[src/rtl/fsl_pkg.sv]
`timescale 1ns / 1ps

package fsl_pkg;

    // Default sizes of the pattern set.
    localparam int PATTERNS_DEF = 8;
    localparam int MAXLEN_DEF   = 64;

    // Item kinds carried on the input tuser.
    typedef enum logic [2:0] {
        KIND_PAT_BYTE  = 3'd0,
        KIND_PAT_CLR   = 3'd1,
        KIND_LINE_BYTE = 3'd2,
        KIND_EOL       = 3'd3,
        KIND_EOF       = 3'd4
    } t_kind;

    // Configuration register indexes.
    typedef enum logic [1:0] {
        REG_PATTERN_COUNT = 2'd0,
        REG_WHOLE_LINE    = 2'd1,
        REG_IGNORE_CASE   = 2'd2,
        REG_INVERT        = 2'd3
    } t_reg;

    // Report kinds on the output tuser.
    localparam logic REPORT_LINE = 1'b0;
    localparam logic REPORT_EOF  = 1'b1;

    typedef enum logic [1:0] {
        ST_IDLE,
        ST_SCAN,
        ST_HOLD
    } t_state;

    // Commands from the controller to the datapath.
    typedef struct packed {
        logic pat_app;
        logic pat_clr;
        logic byte_take;
        logic scan;
        logic eol;
        logic eof;
    } t_cmd;

    // Status from the datapath to the controller.
    typedef struct packed {
        logic scan_last;
    } t_status;

    // ASCII fold to lower case when enabled.
    function automatic logic [7:0] fold(input logic [7:0] c, input logic ic);
        if (ic && c >= 8'h41 && c <= 8'h5A) begin
            return c + 8'd32;
        end
        return c;
    endfunction

endpackage

[src/rtl/fsl_ctrl.sv]
`timescale 1ns / 1ps

module fsl_ctrl (
    input  logic             i_clk,
    input  logic             i_rst_n,
    input  logic             i_s_tvalid,
    output logic             o_s_tready,
    input  logic [2:0]       i_s_tuser,
    output logic             o_m_tvalid,
    input  logic             i_m_tready,
    input  fsl_pkg::t_status i_status,
    output fsl_pkg::t_cmd    o_cmd
);

    fsl_pkg::t_state r_state, n_state;
    logic            r_out_valid, n_out_valid;
    logic            r_hold_eof, n_hold_eof;
    logic            accept;
    logic            out_free;
    fsl_pkg::t_kind  kind;

    assign kind       = fsl_pkg::t_kind'(i_s_tuser);
    assign o_s_tready = (r_state == fsl_pkg::ST_IDLE);
    assign accept     = i_s_tvalid && o_s_tready;
    assign out_free   = !r_out_valid || i_m_tready;
    assign o_m_tvalid = r_out_valid;

    // Next state.
    always_comb begin
        n_state = r_state;
        unique case (r_state)
            fsl_pkg::ST_IDLE: begin
                if (accept) begin
                    if (kind == fsl_pkg::KIND_LINE_BYTE) begin
                        n_state = fsl_pkg::ST_SCAN;
                    end else if ((kind == fsl_pkg::KIND_EOL || kind == fsl_pkg::KIND_EOF)
                                 && !out_free) begin
                        n_state = fsl_pkg::ST_HOLD;
                    end
                end
            end
            fsl_pkg::ST_SCAN: begin
                if (i_status.scan_last) begin
                    n_state = fsl_pkg::ST_IDLE;
                end
            end
            fsl_pkg::ST_HOLD: begin
                if (out_free) begin
                    n_state = fsl_pkg::ST_IDLE;
                end
            end
            default: n_state = fsl_pkg::ST_IDLE;
        endcase
    end

    // Commands.
    always_comb begin
        o_cmd = '0;
        unique case (r_state)
            fsl_pkg::ST_IDLE: begin
                if (accept) begin
                    case (kind)
                        fsl_pkg::KIND_PAT_BYTE:  o_cmd.pat_app   = 1'b1;
                        fsl_pkg::KIND_PAT_CLR:   o_cmd.pat_clr   = 1'b1;
                        fsl_pkg::KIND_LINE_BYTE: o_cmd.byte_take = 1'b1;
                        fsl_pkg::KIND_EOL:       o_cmd.eol       = out_free;
                        fsl_pkg::KIND_EOF:       o_cmd.eof       = out_free;
                        default: ;
                    endcase
                end
            end
            fsl_pkg::ST_SCAN: o_cmd.scan = 1'b1;
            fsl_pkg::ST_HOLD: begin
                o_cmd.eol = out_free && !r_hold_eof;
                o_cmd.eof = out_free && r_hold_eof;
            end
            default: ;
        endcase
    end

    // Output valid and the parked report kind.
    always_comb begin
        n_out_valid = r_out_valid;
        if (o_cmd.eol || o_cmd.eof) begin
            n_out_valid = 1'b1;
        end else if (i_m_tready) begin
            n_out_valid = 1'b0;
        end
        n_hold_eof = r_hold_eof;
        if (accept) begin
            n_hold_eof = (kind == fsl_pkg::KIND_EOF);
        end
    end

    always_ff @(posedge i_clk) begin
        if (!i_rst_n) begin
            r_state     <= fsl_pkg::ST_IDLE;
            r_out_valid <= 1'b0;
            r_hold_eof  <= 1'b0;
        end else begin
            r_state     <= n_state;
            r_out_valid <= n_out_valid;
            r_hold_eof  <= n_hold_eof;
        end
    end

    // A pending result is never dropped.
    a_out_hold: assert property (@(posedge i_clk) disable iff (!i_rst_n)
        r_out_valid && !i_m_tready |=> r_out_valid)
        else $error("pending result lost");

    // A report is only loaded into a free output slot.
    a_load_free: assert property (@(posedge i_clk) disable iff (!i_rst_n)
        (o_cmd.eol || o_cmd.eof) |-> out_free)
        else $error("report overwrote a pending result");

    // The scan ends on its last update.
    a_scan_end: assert property (@(posedge i_clk) disable iff (!i_rst_n)
        (r_state == fsl_pkg::ST_SCAN) && i_status.scan_last |=> (r_state == fsl_pkg::ST_IDLE))
        else $error("scan did not finish");

endmodule

[config.mk]
export PLATFORM = sky130hd
export DESIGN_NAME = fsl_ctrl
export DESIGN_NICKNAME = d
export VERILOG_FILES = /design/src/rtl/fsl_pkg.sv /design/src/rtl/fsl_ctrl.sv
export SDC_FILE = /design/constraint.sdc
export NUM_CORES = 1
export LEC_CHECK = 0
export BUFFER_PORTS_ARGS = -buffer_cell sky130_fd_sc_hd__buf_2
export CORE_AREA = 2 2 39 41
export DETAILED_ROUTE_END_ITERATION = 10
export DIE_AREA = 0 0 41 43
export SLEW_MARGIN = 0
export SYNTH_ARGS = -nofsm -noshare
export SYNTH_HDL_FRONTEND = slang
export SYNTH_SLANG_ARGS = --single-unit
[constraint.sdc]
create_clock -name i_clk -period 1.6 [get_ports i_clk]
set_input_delay 0.16 -clock i_clk [delete_from_list [all_inputs] [get_ports i_clk]]
set_output_delay 0.16 -clock i_clk [all_outputs]
set_load 0.02 [all_outputs]
**Word-level counts from Yosys, hierarchy flattened**

Index checks and enable logic that the tools add are counted.

- Register bits after elaboration: 4
- Input port bits: 8
- Word-level logic and storage cells: 45

- Eq/ne operators: 10
- Muxes and demuxes: 18
- Reductions and logical operators: 14

Operators by type and width:

| cell | count |
|---|---|
| 2-bit two-way mux | 6 |
| 1-bit two-way mux | 8 |
| 3-bit by 2-bit == test with 1-bit output, second input constant | 2 |
| 3-bit two-way mux | 2 |
| 2-bit case mux with 3 select lines | 1 |
| 1-bit logical AND | 4 |
| 2-bit inequality test, second input constant | 2 |
| 2-bit case mux with 2 select lines | 1 |
| 4-bit AND reduction | 1 |
| 3-bit by 1-bit == test with 1-bit output, second input constant | 1 |
| 3-bit == test, second input constant | 1 |
| 1-bit logical NOT | 3 |
| 3-bit logical NOT | 1 |
| 1-bit logical OR | 3 |
| 3-bit by 1-bit inequality test with 1-bit output, second input constant | 1 |
| 2-bit by 1-bit == test with 1-bit output, second input constant | 1 |
| 2-bit == test, second input constant | 1 |
| 2-bit logical NOT | 1 |
| 2-bit by 1-bit inequality test with 1-bit output, second input constant | 1 |
| 2-bit nonzero test | 1 |

**Logic depth before layout (Yosys ltp)**

Gate-level depths: netlist of run 1.

- Word-level depth: 8
- Depth in mapped cells: 3
- Depth with buffers taken out: 3

**Least setup slack after synthesis of run 1**

OpenSTA, ideal clock, no wires.

- Kind: reg-to-output
- Start: register r_state[1]
- End: output port o_cmd[1] (netlist name)
- Arrival time: 1.560 ns
- Path slack: -0.120 ns
- Cell stages (with the launch flop): 4
- Buffers on the path: 0
- Cell sequence: dfxtp_1 > or4b_4 > o22a_2 > nor3_1

RTL lines:

| element | RTL line | text |
|---|---|---|
| start, declared | fsl_ctrl.sv:15 | `fsl_pkg::t_state r_state, n_state;` |
| start signal, assigned | fsl_ctrl.sv:97 | `r_state <= fsl_pkg::ST_IDLE;` |
| start signal, assigned | fsl_ctrl.sv:101 | `r_state <= n_state;` |
| end, declared | fsl_ctrl.sv:12 | `output fsl_pkg::t_cmd o_cmd` |

==> reports/summary.txt, run 1 <==
Hold Fails Final Rpt: 0
Synth top area cells: dfxtp_1 28%, nor2b_1 6.5%, nor3b_4 6.5%
Ys flop type: dfxtp_1
Flop pwr share: 35.8%
Largest fanout on the critical path: 3
Critical path class: register to primary output
Drt via density: 4.72
Rel. slew slack: 80.6%
CTS root buf: clkbuf_4
Net Sw Frac: 25.3%
Initial core utilization: 20.9%
Global route overflow: 0
RD Place Congestion: 0.828
Cell total after placement: 66
Unrepaired setup endpoints after global routing: true
Vias: 335
Crit-path cells: or4b_4 > buf_4 > nor3b_2 > buf_4
Die height: 43 um
Antenna violations before repair: 0
Worst Hold Depth: 2
Final #Nets: 65
Tot GR Track Use: 11.8%
FF-to-FF Start: r_state[0]$_SDFFE_PN0P_
Final Non-Filler Cells: 71
Clock Skew: 0.00590 ns
Synth Net Count: 40
Synth cell types: 23
Core ar.: 1380 um2
Critical path data required time: 1.44 ns
Max-cap violations: 0
Register area share after synthesis: 27.7%
IO Port Bufs: 15
Hold Path Class: primary input to register
Worst-margin pin slew: 0.291 ns
VDD IR-drop max: 0.415 mV
Total clock sinks: 4
Die area: 1760 um2
Top cell type's share of synthesized area: 27.7%
Final instance area: 474 um2
Number of H-tree levels: 1
Syn_area_per_cell: 9.03 um2
Layout area overhead: 64.1%
Ant diodes: 0
Ys Warns: 0
Synthesis-stage register bit count: 4
Cells after synthesis: 32
Die Width: 41 um
Pre-Repair DR Iteration Count: 3
DR iter-0 viols: 8
Worst Reg-to-Reg Cells: 4
Drc violations: 0
Fmax: 581 MHz
CP most frequent cell: buf_4
CTS max path bufs: 2
Clock Power Share: 42.6%
Hold endpoint: r_state[0]$_SDFFE_PN0P_
Int Power: 0.218 mW
Worst-skew pair later-pin latency: 0.24 ns
DP Worst Slack: 0.0742 ns
Min Tclk post-route: 1.72 ns
R2R setup slack: 0.25 ns
Worst Path Arrival: 1.56 ns
Status: finished, violations left
CP Launch Type: register
Num rows: 14
Slowest CP cell: or4b_4
Post-route ant nets: 0
CTS tree: yes
FFs w/ async S/R, synth: 0%
Post-route worst setup slack: -0.121 ns
Pwr Total: 0.292 mW
Final slew viol count: 0
Area leader, netlist: dfxtp_1
Global-route wire length before repair: 1330 um
Largest net degree at the start of global routing: 8
Gate power share: 21.6%
Area of placed instances: 417 um2
RR Endpoint: r_state[0]$_SDFFE_PN0P_
CP peak stage delay: 0.54 ns
Violated checks: negative setup slack
Num CTS Buffers: 3
Hold path startpoint: i_rst_n
Post-synthesis cell area: 289 um2
Routed wire length per instance: 10.9 um
WL final: 777 um
Sw power: 0.0738 mW
Clock slew at reported path FFs: 0.04 ns
Tcrit/Tclk final: 108%
Crit. End Element: primary output
Number of enable flip-flop cells after synthesis: 0
Share of cells above drive strength 1: 60.0%
Vias in the first global route: 315
Cts-stage hold buffer count: 0
Detailed placement HPWL: 598 um
Ports: 16
Setup violators final: 3
Leakage: 0.229 nW
PD cells: 616 nW/um2
[sequential cells by signal, summed over array words and instances, names as in the netlist]
signal	flops
o_m_tvalid	1
r_hold_eof	1
r_state	2
[critical path: cells and delay by family, from the launching register on]
family | cells | cell delay (ns)
buffers and inverters | 2 | 0.32
flip-flops | 1 | 0.31
AND/OR/NAND/NOR | 2 | 0.69
[worst max-delay path by stage]
stage	slack (ns)	start	to	depth (start not counted)
floorplan	0.04	r_state[0]$_SDFFE_PN0P_	o_cmd[1]	3
global placement	0.09	r_state[1]$_SDFFE_PN0P_	o_cmd[1]	4
detailed placement	0.07	r_state[1]$_SDFFE_PN0P_	o_cmd[1]	4
CTS	-0.12	r_state[0]$_SDFFE_PN0P_	o_cmd[1]	4
global route	-0.20	r_state[0]$_SDFFE_PN0P_	o_cmd[1]	4
finish	-0.12	r_state[0]$_SDFFE_PN0P_	o_cmd[4]	4
[through the flow]
stage                     hold WS, ns  setup TNS, ns  utilization [%]
after floorplan                 0.278              0                -
after global placement          0.426              0             30.1
after detailed placement        0.418              0             30.1
after CTS                       0.172         -0.330             34.3
after global routing            0.184         -0.531             34.3
final                           0.174         -0.298             34.3
[per-layer routing]
layer  wire length (um)  global-route usage, %  part of all wire, %
met3                 72                   9.42                  9.3
met4                  0                   4.00                    0
met2                398                   15.9                   51
met5                  0                      0                    0
met1                307                   13.8                   40
[cells in the mapped netlist, types with 2 or more instances]
cell type / number
nor2b_1: 3
o21a_1: 2
dfxtp_1: 4
nor3_1: 3
nor3b_1: 2
[cell type report]
| cell class | count | area (um2) |
|---|---|---|
| Inverter | 1 | 3.75 |
| Timing Repair Buffer | 20 | 126 |
| Fill cell | 159 | 910 |
| Tap cell | 16 | 20.0 |
| Sequential cell | 4 | 81.3 |
| Clock buffer | 3 | 22.5 |
| Multi-Input combinational cell | 27 | 220 |
[layout by cell type (no fill, tap or decap), types with 2 or more instances in the layout]
| master | count |
|---|---|
| clkbuf_4 | 3 |
| o21a_1 | 2 |
| nor2b_1 | 3 |
| dfxtp_1 | 3 |
| buf_2 | 11 |
| buf_4 | 8 |
| nor3_2 | 2 |
[power by group through the flow]
stage	registers, mW	logic, mW	clock network, mW
floorplan	0.108	0.0289	0
global placement	0.106	0.0573	0
detailed placement	0.106	0.0574	0
CTS	0.104	0.0635	0.127
global route	0.105	0.0690	0.143
finish	0.104	0.0632	0.124
[what timing repair did]
action	in CTS	in global routing
endpoints found under the hold margin	0	0
buffers inserted	2	0
pin swaps	3	0
setup endpoints to repair	4	4
gates resized for setup	7	0
[kinds of logic after synthesis]
kind of cell | count (synthesis) | share of synthesized area, %
DFF | 4 | 27.7
AOI/OAI and AO/OA | 9 | 24.7
and+or+nand+nor | 18 | 46.3
buffers and inverters | 1 | 1.30
Note: power is estimated with default switching activity, not from simulation.
==> inputs of run 2 (changes only) <==
--- a/config.mk
+++ b/config.mk
@@ -9,6 +9,7 @@
 export CORE_AREA = 2 2 39 41
 export DETAILED_ROUTE_END_ITERATION = 10
 export DIE_AREA = 0 0 41 43
+export GPL_TIMING_DRIVEN = 0
 export SLEW_MARGIN = 0
 export SYNTH_ARGS = -nofsm -noshare
 export SYNTH_HDL_FRONTEND = slang
==> constraint.sdc (replaced) <==
create_clock -name i_clk -period 1.52 [get_ports i_clk]
set_input_delay 0.152 -clock i_clk [delete_from_list [all_inputs] [get_ports i_clk]]
set_output_delay 0.152 -clock i_clk [all_outputs]
set_load 0.02 [all_outputs]
==> run 2 against run 1 <==
  * The run still ends with negative setup slack left
  * Die area unchanged
  * Critical path type unchanged
  * Clock power grew 3%
  * Core utilization down 0.81 points
  * Non-clock buffer count down 2
  * Largest cell class unchanged
  * Critical path depth unchanged
  * First-iteration DRC count is 88% lower
  * Worst hold slack worse by 0.00091 ns
==> reports/summary.txt, run 2 (synthesis gave the netlist of run 1 again) <==
Die height: 43 um
FF-to-FF Start: r_state[1]$_SDFFE_PN0P_
Detailed placement HPWL: 535 um
Pre-Repair DR Iteration Count: 2
Ports: 16
Number of flip-flops in the largest register: 2
Setup_tns: -0.643 ns
Initial core utilization: 20.9%
Die Width: 41 um
Final #Nets: 63
Min Tclk post-route: 1.73 ns
Routed wire length per instance: 10.3 um
WL final: 709 um
Status: finished, violations left
Hold Fails Final Rpt: 0
Fmax: 580 MHz
Worst-margin pin slew: 0.388 ns
Net Sw Frac: 24.7%
Ant diodes: 0
Gate power share: 21.0%
Antenna violations before repair: 0
Num CTS Buffers: 3
DP Worst Slack: -0.0895 ns
Vias in the first global route: 311
Critical path class: register to primary output
Cts-stage hold buffer count: 0
Commonest non-fill, non-tap cells in the layout: 11 x buf_2, 6 x buf_4, 3 x nor2b_1, 3 x clkbuf_4
Flop pwr share: 36.4%
Global route overflow: 0
Clock slew at reported path FFs: 0.04 ns
Sw power: 0.0741 mW
Violated checks: negative setup slack
Die area: 1760 um2
Worst Reg-to-Reg Cells: 4
Drt via density: 4.71
Tot GR Track Use: 10.1%
Setup violators final: 4
PD cells: 648 nW/um2
Drc violations: 0
Layout area overhead: 60.2%
Crit. End Element: primary output
Total clock sinks: 4
CTS root buf: clkbuf_4
Hold Path Class: primary input to register
Share of cells above drive strength 1: 60.4%
Final slew viol count: 0
Unrepaired setup endpoints after global routing: true
Num rows: 14
IO Port Bufs: 15
Largest fanout on the critical path: 3
Critical path origin: r_state[1]$_SDFFE_PN0P_
Rel. slew slack: 74.1%
Leakage: 0.219 nW
Global-route wire length before repair: 1170 um
Core Util, Final: 33.5%
Commonest non-fill, non-tap cell in the layout: buf_2
RR Endpoint: r_state[0]$_SDFFE_PN0P_
DR iter-0 viols: 1
R2R setup slack: 0.14 ns
Worst Setup EP: o_cmd[1]
Biggest register: r_state
RD Place Congestion: 0.881
CTS tree: yes
Worst Path Arrival: 1.57 ns
Largest net degree at the start of global routing: 8
Max-cap violations: 0
Post-route worst setup slack: -0.205 ns
Clock Skew: 0.00227 ns
Post-route ant nets: 0
CP Launch Type: register
Core ar.: 1380 um2
Int Power: 0.226 mW
VDD IR-drop max: 0.378 mV
Critical path data required time: 1.37 ns
Number of H-tree levels: 1
Clock Power Share: 42.6%
Tcrit/Tclk final: 114%
Hold slack: 0.173 ns
Vias: 325
Worst-skew pair later-pin latency: 0.23 ns
CTS max path bufs: 2
-- run 2: changes by cell type in the layout (fill, tap and decap cells not counted) --
cell | before | now
dfxtp_4 | 0 | 1
buf_4 | 8 | 6
dfxtp_1 | 3 | 2
-- run 2: worst min-delay path by stage --
stage | start | endpoint | slack (ns) | depth (start not counted)
final | i_rst_n | r_state[0]$_SDFFE_PN0P_ | 0.17 | 2
after global routing | i_rst_n | r_state[0]$_SDFFE_PN0P_ | 0.18 | 2
after CTS | i_rst_n | r_state[0]$_SDFFE_PN0P_ | 0.17 | 2
after detailed placement | i_rst_n | r_hold_eof$_SDFFE_PN0N_ | 0.42 | 2
after global placement | i_rst_n | r_state[0]$_SDFFE_PN0P_ | 0.41 | 2
after floorplan | i_rst_n | r_state[0]$_SDFFE_PN0P_ | 0.27 | 1
-- run 2: what timing repair did --
action | in CTS | in global routing
resized for setup | 7 | 2
setup endpoints to repair | 4 | 4
pin swaps | 3 | 1
setup buffers | 3 | 0
-- run 2: layout make-up --
cell class              count  area [um2]
clock buffers               3        22.5
fillers                   146         921
inverters                   1        3.75
multi-input cells          27         220
flip-flops and latches      4        85.1
well taps                  16        20.0
repair buffers             18         111
-- run 2: power groups by stage --
stage | Combinational [mW] | Sequential (mW) | Clock (mW)
detailed placement | 0.0567 | 0.112 | 0
floorplan | 0.0304 | 0.113 | 0
finish | 0.0630 | 0.109 | 0.128
global placement | 0.0566 | 0.112 | 0
CTS | 0.0618 | 0.109 | 0.136
global route | 0.0690 | 0.109 | 0.152
-- run 2: worst max-delay path, cell delays in order (launching register included) --
cell and delay (ns):
dfxtp_4 0.33, or4b_4 0.54, o22a_2 0.21, nor3_2 0.10, buf_4 0.16
-- run 2: through the flow --
stage / area [um2] / cells / power [mW]
2_1_floorplan: 299 / 32 / 0.144
3_3_place_gp: 394 / 63 / 0.169
3_5_place_dp: 394 / 63 / 0.169
4_1_cts: 455 / 69 / 0.307
5_1_grt: 463 / 69 / 0.330
6_report: 463 / 69 / 0.300
-- run 2: routing by layer --
metal	global-route usage (%)	up-vias	wire (um)	share of wire, %
met5	0	-	0	0
li1	-	166	-	-
met4	2.00	0	14	2.0
met1	11.3	145	298	42
met3	9.95	2	64	9.0
met2	13.8	12	332	47
